--- config.mk ---
export PLATFORM = sky130hd
export DESIGN_NAME = instruction_word_decoder_unit
export DESIGN_NICKNAME = d
export VERILOG_FILES = /design/src/hw/rtl/iwd_pkg.sv /design/src/hw/rtl/iwd_decode.sv /design/src/hw/rtl/instruction_word_decoder_unit.sv
export SDC_FILE = /design/constraint.sdc
export NUM_CORES = 1
export LEC_CHECK = 0
export ABC_AREA = 1
export BUFFER_PORTS_ARGS = -buffer_cell sky130_fd_sc_hd__buf_2
export CORE_MARGIN = 1.5
export CORE_UTILIZATION = 56
export DETAILED_ROUTE_END_ITERATION = 8
export PLACE_DENSITY = 0.8
export SLEW_MARGIN = 20
export SYNTH_ARGS = -nofsm -noshare
export SYNTH_HDL_FRONTEND = slang
export SYNTH_SLANG_ARGS = --single-unit
--- constraint.sdc ---
create_clock -name clk_i -period 3.4 [get_ports clk_i]
set_input_delay 0.34 -clock clk_i [delete_from_list [all_inputs] [get_ports clk_i]]
set_output_delay 0.34 -clock clk_i [all_outputs]
set_load 0.1 [all_outputs]
--- src/hw/rtl/iwd_pkg.sv ---
package iwd_pkg;

  // Format codes on the result
  localparam logic [3:0] FMT_4OP     = 4'd0;
  localparam logic [3:0] FMT_3OP     = 4'd1;
  localparam logic [3:0] FMT_2OP     = 4'd2;
  localparam logic [3:0] FMT_1OP     = 4'd3;
  localparam logic [3:0] FMT_2OPI    = 4'd4;
  localparam logic [3:0] FMT_1OPI    = 4'd5;
  localparam logic [3:0] FMT_BR1OPI  = 4'd6;
  localparam logic [3:0] FMT_0OPI    = 4'd7;
  localparam logic [3:0] FMT_HALCODE = 4'd8;
  localparam logic [3:0] FMT_0OP     = 4'd9;
  localparam logic [3:0] FMT_UNSUP   = 4'd10;

  // First-byte format selectors
  localparam logic [7:0] OPC_4OP     = 8'h01;
  localparam logic [7:0] OPC_3OP     = 8'h05;
  localparam logic [7:0] OPC_2OP     = 8'h09;
  localparam logic [7:0] OPC_1OP     = 8'h0D;
  localparam logic [7:0] OPC_2OPI_LO = 8'h0E;
  localparam logic [7:0] OPC_2OPI_HI = 8'h2B;
  localparam logic [7:0] OPC_1OPI    = 8'h2C;
  localparam logic [7:0] OPC_BR1OPI  = 8'h2D;
  localparam logic [7:0] OPC_0OPI    = 8'h3C;
  localparam logic [7:0] OPC_HALCODE = 8'h42;
  localparam logic [7:0] OPC_NOP     = 8'h00;
  localparam logic [7:0] OPC_HALT    = 8'hFF;

  // Dense indexes of the 0OP group
  localparam logic [5:0] OP0_NOP        = 6'd0;
  localparam logic [5:0] OP0_BAD_NOP    = 6'd1;
  localparam logic [5:0] OP0_BAD_HALT   = 6'd2;
  localparam logic [5:0] OP0_HALT       = 6'd3;

  // Decoded instruction
  typedef struct packed {
    logic [3:0]  format;
    logic [5:0]  operation;
    logic        legal;
    logic [3:0]  reg_a;
    logic [3:0]  reg_b;
    logic [3:0]  reg_c;
    logic [3:0]  reg_d;
    logic [15:0] immediate;
  } result_t;

endpackage

--- src/hw/rtl/iwd_decode.sv ---
module iwd_decode (
  input  logic [31:0]          word_i,
  output iwd_pkg::result_t     result_o
);

  logic [7:0]  b0, b1, b2, b3;
  logic [11:0] c12;
  logic [15:0] c16;
  logic [19:0] c20;
  logic [23:0] c24;

  assign b0  = word_i[31:24];
  assign b1  = word_i[23:16];
  assign b2  = word_i[15:8];
  assign b3  = word_i[7:0];
  assign c12 = word_i[23:12];
  assign c16 = word_i[23:8];
  assign c20 = word_i[23:4];
  assign c24 = word_i[23:0];

  // Select format, cut fields and look up the operation
  always_comb begin
    result_o           = '0;
    result_o.format    = iwd_pkg::FMT_UNSUP;
    if (b0 == iwd_pkg::OPC_4OP) begin
      result_o.format = iwd_pkg::FMT_4OP;
      result_o.reg_a  = b2[7:4];
      result_o.reg_b  = b2[3:0];
      result_o.reg_c  = b3[7:4];
      result_o.reg_d  = b3[3:0];
      if (b1 < 8'd20) begin
        result_o.legal     = 1'b1;
        result_o.operation = b1[5:0];
      end
    end else if (b0 == iwd_pkg::OPC_3OP) begin
      result_o.format = iwd_pkg::FMT_3OP;
      result_o.reg_a  = b2[3:0];
      result_o.reg_b  = b3[7:4];
      result_o.reg_c  = b3[3:0];
      if (c12[11:6] == 6'd0) begin
        case (c12[5:4])
          2'd0: begin
            if (c12[3:0] < 4'd14) begin
              result_o.legal     = 1'b1;
              result_o.operation = 6'(c12[3:0]);
            end
          end
          2'd1: begin
            if (c12[3:0] < 4'd12) begin
              result_o.legal     = 1'b1;
              result_o.operation = 6'(c12[3:0]) + 6'd14;
            end
          end
          2'd2: begin
            if (c12[3:0] < 4'd10) begin
              result_o.legal     = 1'b1;
              result_o.operation = 6'(c12[3:0]) + 6'd26;
            end
          end
          default: begin
            if (c12[3:0] < 4'd8) begin
              result_o.legal     = 1'b1;
              result_o.operation = 6'(c12[3:0]) + 6'd36;
            end
          end
        endcase
      end
    end else if (b0 == iwd_pkg::OPC_2OP) begin
      result_o.format = iwd_pkg::FMT_2OP;
      result_o.reg_a  = b3[7:4];
      result_o.reg_b  = b3[3:0];
      if (c16 < 16'd6) begin
        result_o.legal     = 1'b1;
        result_o.operation = 6'(c16[2:0]);
      end else if (c16[15:1] == 15'h0080) begin
        result_o.legal     = 1'b1;
        result_o.operation = 6'(c16[0]) + 6'd6;
      end
    end else if (b0 == iwd_pkg::OPC_1OP) begin
      result_o.format = iwd_pkg::FMT_1OP;
      result_o.reg_a  = b3[3:0];
      if (c20[19:2] == 18'd0) begin
        result_o.legal     = 1'b1;
        result_o.operation = 6'(c20[1:0]);
      end else if (c20[19:1] == 19'h00800) begin
        result_o.legal     = 1'b1;
        result_o.operation = 6'(c20[0]) + 6'd4;
      end else if (c20[19:1] == 19'h01000) begin
        result_o.legal     = 1'b1;
        result_o.operation = 6'(c20[0]) + 6'd6;
      end
    end else if (b0 >= iwd_pkg::OPC_2OPI_LO && b0 <= iwd_pkg::OPC_2OPI_HI) begin
      result_o.format    = iwd_pkg::FMT_2OPI;
      result_o.reg_a     = b1[7:4];
      result_o.reg_b     = b1[3:0];
      result_o.immediate = word_i[15:0];
      if (b0 <= 8'h19) begin
        result_o.legal     = 1'b1;
        result_o.operation = 6'(b0 - iwd_pkg::OPC_2OPI_LO);
      end else if (b0 == 8'h1F) begin
        result_o.legal     = 1'b1;
        result_o.operation = 6'd12;
      end else if (b0 >= 8'h20 && b0 <= 8'h26) begin
        result_o.legal     = 1'b1;
        result_o.operation = 6'(b0[2:0]) + 6'd13;
      end
    end else if (b0 == iwd_pkg::OPC_1OPI) begin
      result_o.format    = iwd_pkg::FMT_1OPI;
      result_o.reg_a     = b1[3:0];
      result_o.immediate = word_i[15:0];
      if (b1[7:4] < 4'd11) begin
        result_o.legal     = 1'b1;
        result_o.operation = 6'(b1[7:4]);
      end
    end else if (b0 == iwd_pkg::OPC_BR1OPI) begin
      result_o.format    = iwd_pkg::FMT_BR1OPI;
      result_o.reg_a     = b1[3:0];
      result_o.immediate = word_i[15:0];
      if (b1[7:4] < 4'd9) begin
        result_o.legal     = 1'b1;
        result_o.operation = 6'(b1[7:4]);
      end
    end else if (b0 == iwd_pkg::OPC_0OPI) begin
      result_o.format    = iwd_pkg::FMT_0OPI;
      result_o.immediate = word_i[15:0];
      result_o.legal     = (b1 == 8'h00);
    end else if (b0 == iwd_pkg::OPC_HALCODE) begin
      result_o.format = iwd_pkg::FMT_HALCODE;
      if (c24[23:2] == 22'h040000) begin
        result_o.legal     = 1'b1;
        result_o.operation = 6'(c24[1:0]);
      end else if (c24 == 24'h100100) begin
        result_o.legal     = 1'b1;
        result_o.operation = 6'd4;
      end else if (c24 == 24'h100200) begin
        result_o.legal     = 1'b1;
        result_o.operation = 6'd5;
      end
    end else if (b0 == iwd_pkg::OPC_NOP) begin
      result_o.format    = iwd_pkg::FMT_0OP;
      result_o.legal     = 1'b1;
      result_o.operation = (c24 == 24'd0) ? iwd_pkg::OP0_NOP : iwd_pkg::OP0_BAD_NOP;
    end else if (b0 == iwd_pkg::OPC_HALT) begin
      result_o.format    = iwd_pkg::FMT_0OP;
      result_o.legal     = 1'b1;
      result_o.operation = (c24 == 24'hFFFFFF) ? iwd_pkg::OP0_HALT
                                               : iwd_pkg::OP0_BAD_HALT;
    end
  end

endmodule

--- src/hw/rtl/instruction_word_decoder_unit.sv ---
// Channel  | Direction | Handshake              | Payload
// ---------+-----------+------------------------+---------------------------------
// in       | input     | in_valid_i/in_stall_o  | instruction_word_i
// out      | output    | out_valid_o/out_stall_i| format_o, operation_o, legal_o,
//          |           |                        | reg_a_o..reg_d_o, immediate_o
//
// One instruction word per cycle while the output is not stalled; each word
// passes the input register, then the result register, decoded in between.
// Reset clears both stage valid bits; payload registers are not reset.
// A stall on the output holds the result; the input stage still takes a
// transaction while it is empty, so the input stalls only when both stages hold.
module instruction_word_decoder_unit (
  input  logic               clk_i,
  input  logic               rst_ni,
  input  logic               in_valid_i,
  output logic               in_stall_o,
  input  logic [31:0]        instruction_word_i,
  output logic               out_valid_o,
  input  logic               out_stall_i,
  output logic [3:0]         format_o,
  output logic [5:0]         operation_o,
  output logic               legal_o,
  output logic [3:0]         reg_a_o,
  output logic [3:0]         reg_b_o,
  output logic [3:0]         reg_c_o,
  output logic [3:0]         reg_d_o,
  output logic signed [15:0] immediate_o
);

  logic             in_valid_q, in_valid_d;
  logic [31:0]      word_q;
  logic             res_valid_q, res_valid_d;
  iwd_pkg::result_t res_q;
  iwd_pkg::result_t dec_result;
  logic             in_adv, res_adv;

  // Advance a stage when it is empty or the stage after it moves
  assign res_adv     = !res_valid_q || !out_stall_i;
  assign in_adv      = !in_valid_q || res_adv;
  assign in_stall_o  = !in_adv;
  assign in_valid_d  = in_adv ? in_valid_i : in_valid_q;
  assign res_valid_d = res_adv ? in_valid_q : res_valid_q;

  always_ff @(posedge clk_i or negedge rst_ni) begin
    if (!rst_ni) begin
      in_valid_q  <= 1'b0;
      res_valid_q <= 1'b0;
    end else begin
      in_valid_q  <= in_valid_d;
      res_valid_q <= res_valid_d;
    end
  end

  // Capture the incoming transaction
  always_ff @(posedge clk_i) begin
    if (in_adv && in_valid_i) begin
      word_q <= instruction_word_i;
    end
  end

  iwd_decode u_decode (
    .word_i   (word_q),
    .result_o (dec_result)
  );

  // Capture the decoded result
  always_ff @(posedge clk_i) begin
    if (res_adv && in_valid_q) begin
      res_q <= dec_result;
    end
  end

  assign out_valid_o = res_valid_q;
  assign format_o    = res_q.format;
  assign operation_o = res_q.operation;
  assign legal_o     = res_q.legal;
  assign reg_a_o     = res_q.reg_a;
  assign reg_b_o     = res_q.reg_b;
  assign reg_c_o     = res_q.reg_c;
  assign reg_d_o     = res_q.reg_d;
  assign immediate_o = $signed(res_q.immediate);

endmodule

After elaboration in Yosys (flattened, before gate mapping)
Cells that the tools add are included.

operators by class
  magnitude comparators = 13
  multiplexer cells = 43
  reductions and logical operators = 19
  add/subtract/negate cells = 8
  eq/ne operators = 19

operator list
  kind                                                                     number
  7-bit two-way mux                                                        15
  16-bit two-way mux                                                       5
  24-bit by 21-bit equality test with 1-bit output, second input constant  2
  14-bit two-way mux                                                       2
  9-bit two-way mux                                                        3
  24-bit equality test, second input constant                              1
  8-bit by 6-bit equality test with 1-bit output, second input constant    3
  24-bit logical NOT                                                       1
  4-bit < comparator, second input constant                                6
  22-bit by 19-bit equality test with 1-bit output, second input constant  1
  7-bit one-hot mux with 3 select lines                                    1
  4-bit two-way mux                                                        5
  19-bit by 12-bit equality test with 1-bit output, second input constant  1
  19-bit by 13-bit equality test with 1-bit output, second input constant  1
  19-bit two-way mux                                                       1
  18-bit logical NOT                                                       1
  17-bit two-way mux                                                       1
  8-bit by 4-bit equality test with 1-bit output, second input constant    2
  8-bit by 6-bit <= comparator with 1-bit output, second input constant    2
  8-bit logical NOT                                                        2
  16-bit by 3-bit < comparator with 1-bit output, second input constant    1
  15-bit by 8-bit equality test with 1-bit output, second input constant   1
  5-bit two-way mux                                                        3
  13-bit two-way mux                                                       1
  29 further kinds                                                         40

storage, ports and cells
  input port bits = 36
  output and inout bits = 45
  word-level logic and storage cells = 116
  bits in registers = 77

Longest topological paths before layout
  word-level depth = 13
  depth in mapped cells = 14

Modules after synthesis
From an unflattened synthesis, not the netlist that was laid out.

unflattened totals
  cell total of the unflattened synthesis = 495
  area total of the unflattened synthesis = 4414.2 um^2

modules (own cells, without submodules)
  module                         instances  cells each  area each (um^2)
  instruction_word_decoder_unit  1          87          2347.3
  iwd_decode                     1          408         2067.0

Worst setup path before layout
Ideal clock, no wire load.

  path type = register to register
  from = reg res_valid_q (netlist: out_valid_o)
  to = reg res_q (netlist bit format_o[0]) (enable)
  cell stages (with the launch flop) = 2
  path slack = -0.090 ns
  period minus slack after synthesis = 3.490 ns
  data required time = 2.942 ns
  arrival time = 3.032 ns
  path through = dfrtp_1 -> a21oi_1

between the ends
  longest elaborated chain between the ends = 3

RTL lines
  element                 RTL line                             RTL
  start, declared         instruction_word_decoder_unit.sv:32  logic res_valid_q, res_valid_d;
  start signal, assigned  instruction_word_decoder_unit.sv:50  res_valid_q <= res_valid_d;
  1-bit logical NOT       instruction_word_decoder_unit.sv:38  assign res_adv = !res_valid_q || !out_stall_i;
  1-bit logical OR        instruction_word_decoder_unit.sv:38
  1-bit logical AND       instruction_word_decoder_unit.sv:68  if (res_adv && in_valid_q) begin
  end signal, assigned    instruction_word_decoder_unit.sv:69  res_q <= dec_result;
  end, declared           instruction_word_decoder_unit.sv:33  iwd_pkg::result_t res_q;

No other way between the ends.
A chain may end at the register's enable or synchronous reset.

==> results.py <==
metrics = {
    "layout": {
        "fill_cells": 660,
        "utilization": 0.6655,
        "final_cell_mix": "102 x nand2_1, 80 x nor2_1, 80 x buf_2, 76 x inv_1, 75 x edfxtp_1",
        "layout_commonest_cell": "nand2_1",
        "drive_gt1_frac": 0.1943,
        "syn2layout_area_growth_pct": 16.07,
        "diodes": 0,
        "nets": 641,
    },
    "yosys": {
        "yosysTopAreaCellShare": 0.5109,
        "ys_seq_area_frac": 0.5223,
        "ys_warn_count": 0,
        "avgSynthCellArea_um2": 8.729,
        "ys_seq_elements": 77,
        "syn_inst": 505,
        "synth_cell_type_count": 36,
        "synth_area_leaders": "edfxtp_1 51%, nand2_1 8.7%, nor2_1 6.9%",
        "netlist_area_um2": 4408,
        "yosys.area.top_type": "edfxtp_1",
        "synth_nets": 554,
    },
    "floorplan": {
        "die_area_um2": 8413,
        "start_util": 0.5734,
        "core_area_um2": 7687,
        "ios": 81,
        "die_x_um": 91.72,
        "rows": 32,
        "dieHeight_um": 91.72,
    },
    "power": {
        "leakagePower_nw": 2.333,
        "p_sw_frac": 0.3858,
        "power_density_nw_per_um2": 508.5,
        "p_comb_frac": 0.269,
        "pwr-share-clk": 0.264,
        "p_int_mw": 1.598,
        "pwr-share-seq": 0.467,
        "vdd_drop_max_uv": 287.4,
        "p_switching_mw": 1.004,
    },
    "clock_network": {
        "cts-root-buf": "clkbuf_8",
        "cts_resized": 0,
        "htree_levels": 3,
        "clockBufferDepth": 2,
        "clk-insertion-delay-late_ns": 0.36,
        "cts_made_buffers": 9,
        "clk_pin_slew_ns": 0.09,
        "cts_tree": "yes",
        "cts_sinks": 77,
    },
    "setup_path": {
        "critPathMaxFanout": 7,
        "cp.required_ns": 3.62,
        "cp-start-kind": "flip-flop",
        "worstSetupEndpointType": "flip-flop",
        "path_class": "flip-flop to flip-flop",
        "crit_arrival_ns": 2.69,
    },
    "flow_run": {
        "drv_cap": 0,
    },
    "global_route": {
        "track_usage": 0.2831,
        "antenna_found_initial": 0,
        "grt_max_degree": 44,
        "grt-ovfl-total": 0,
        "grt_pass1_vias": 3590,
        "grt_pass1_wl_um": 17970,
    },
    "sta": {
        "report.final.slew_viol_count": 0,
        "finalSetupTns_ns": 0,
        "fin_crit_sh": 0.7276,
        "fin_skew_ns": 0.01171,
        "fin_crit_ns": 2.474,
        "finalHoldViolCount": 0,
        "fmax_mhz": 404.2,
        "setup_violations": 0,
        "rsz0062_at_grt": "no",
        "relSlewSlack": 0.6038,
        "tightest_slew_ns": 0.5881,
    },
    "routing": {
        "via_count": 3924,
        "drc_errors": 0,
        "drtIter0Drc": 401,
        "drtPass1Iterations": 6,
        "finalWirelength_um": 11290,
        "final_antenna_net_count": 0,
        "wire_per_inst_um": 16.15,
        "viasPerCell": 5.614,
    },
    "status": {
        "status": "complete, no violations",
    },
    "placed_design": {
        "post-dp-hpwl_um": 8799,
        "port_buffers": 80,
        "gp_congestion": 0.9830,
    },
    "min_path": {
        "hp-class": "input port to flip-flop",
    },
}
-- synthesized netlist by cell type --
| library cell | count |
|---|---|
| nand3_1 | 46 |
| xnor2_1 | 1 |
| o22ai_1 | 9 |
| nor2_4 | 2 |
| or2_1 | 1 |
| a31oi_1 | 2 |
| nand2_1 | 102 |
| edfxtp_1 | 75 |
| a21oi_2 | 2 |
| nand2_2 | 2 |
| o211ai_1 | 8 |
| inv_1 | 77 |
| nand2_4 | 2 |
| a21boi_0 | 1 |
| nor2_8 | 2 |
| o32ai_1 | 1 |
| nor3_2 | 1 |
| o2111ai_1 | 1 |
| nor2_1 | 81 |
| clkbuf_1 | 1 |
| nor3_1 | 2 |
| nand4_1 | 11 |
| buf_6 | 3 |
| a22oi_1 | 5 |
| dfrtp_1 | 2 |
| ha_1 | 13 |
| or2_2 | 1 |
| nand3_2 | 1 |
| buf_4 | 1 |
| o221ai_1 | 3 |
| buf_2 | 1 |
| o21ai_0 | 26 |
| a21oi_1 | 13 |
| xor2_1 | 1 |
| o21ai_1 | 1 |
| nor2_2 | 4 |
-- worst paths after layout --
path,endpoint,startpoint,cells past startpoint,slack (ns)
setup / recovery,operation_o[1]$_DFFE_PP_,word_q[25]$_DFFE_PP_,12,0.93
hold / removal,word_q[12]$_DFFE_PP_,instruction_word_i[12],1,0.15
setup reg to reg,operation_o[1]$_DFFE_PP_,word_q[25]$_DFFE_PP_,12,0.93
hold reg to reg,out_valid_o$_DFFE_PN0P_,in_valid_q$_DFFE_PN0N_,2,0.51
max in group asynchronous,out_valid_o$_DFFE_PN0P_,rst_ni,2,3.00
min in group asynchronous,in_valid_q$_DFFE_PN0N_,rst_ni,2,0.31
-- flip-flops by register name, indices dropped and copies added, names as in the netlist --
name / count
reg_d_o: 4
word_q: 32
format_o: 4
legal_o: 1
reg_c_o: 4
reg_a_o: 4
reg_b_o: 4
immediate_o: 16
out_valid_o: 1
in_valid_q: 1
operation_o: 6
-- logic make-up (layout without fill, tap and decap cells) --
family / Yosys count / after routing / share of synthesized area
flip-flops: 77 / 77 / 0.5223
AO/OA/AOI/OAI: 72 / 72 / 0.09878
adder cells (fa/ha/maj): 13 / 13 / 0.03690
AND/OR/NAND/NOR: 258 / 258 / 0.2611
XOR/XNOR: 2 / 2 / 0.003975
buffers and inverters: 83 / 175 / 0.07692
-- cell type report --
cell class,instances,area [um2],share of cell area
Inverter,77,289.0,0.05649
Tap cell,102,127.6,0.02494
Sequential cell,77,2302,0.4500
Multi-Input combinational cell,345,1780,0.3480
Clock inverter,7,75.07,0.01467
Timing Repair Buffer,82,417.9,0.08168
Clock buffer,9,123.9,0.02421
-- stage by stage --
| stage | worst slack, ns | power (mW) | instances | hold WS [ns] | instance area, um2 |
|---|---|---|---|---|---|
| 6_report | 0.9260 | 2.601 | 699 | 0.1468 | 5116 |
| 5_1_grt | 0.7737 | 2.694 | 699 | 0.1362 | 5116 |
| 4_1_cts | 0.9745 | 2.605 | 699 | 0.1423 | 5116 |
| 3_5_place_dp | 0.9943 | 1.930 | 682 | 0.1282 | 4907 |
| 3_3_place_gp | 0.9604 | 1.922 | 682 | 0.1248 | 4907 |
| 2_1_floorplan | 0.4321 | 1.789 | 505 | 0.04441 | 4414 |
-- routing by layer --
metal | vias up | share of wire | wire length, um | track usage
li1 | 1878 | - | - | -
met1 | 1805 | 0.43 | 4804 | 0.3817
met2 | 218 | 0.46 | 5147 | 0.4384
met3 | 23 | 0.093 | 1048 | 0.06882
met4 | 0 | 0.026 | 288 | 0.1205
met5 | - | 0 | 0 | 0
-- power by group through the flow --
stage	logic [mW]	registers (mW)	clock network, mW
floorplan	0.187	1.60	0
global placement	0.691	1.23	0
detailed placement	0.696	1.23	0
CTS	0.698	1.21	0.694
global route	0.738	1.22	0.734
finish	0.700	1.21	0.687
-- worst max-delay path: stages (launching register included) --
cell and delay (ns):
edfxtp_1 0.52, inv_1 0.20, ha_1 0.32, inv_1 0.15, nor2_8 0.16, nand2_4 0.11, inv_1 0.09, nand2_1 0.17
nor3_2 0.23, nand3_1 0.13, o21ai_0 0.09, inv_1 0.07, nand3_1 0.10
-- what timing repair did --
| item | in CTS | in global routing |
|---|---|---|
| buffers inserted | 0 | 0 |
| hold endpoints to repair | 2 | 0 |
| hold buffers | 1 | 0 |
(Power assumes the default switching activity.)
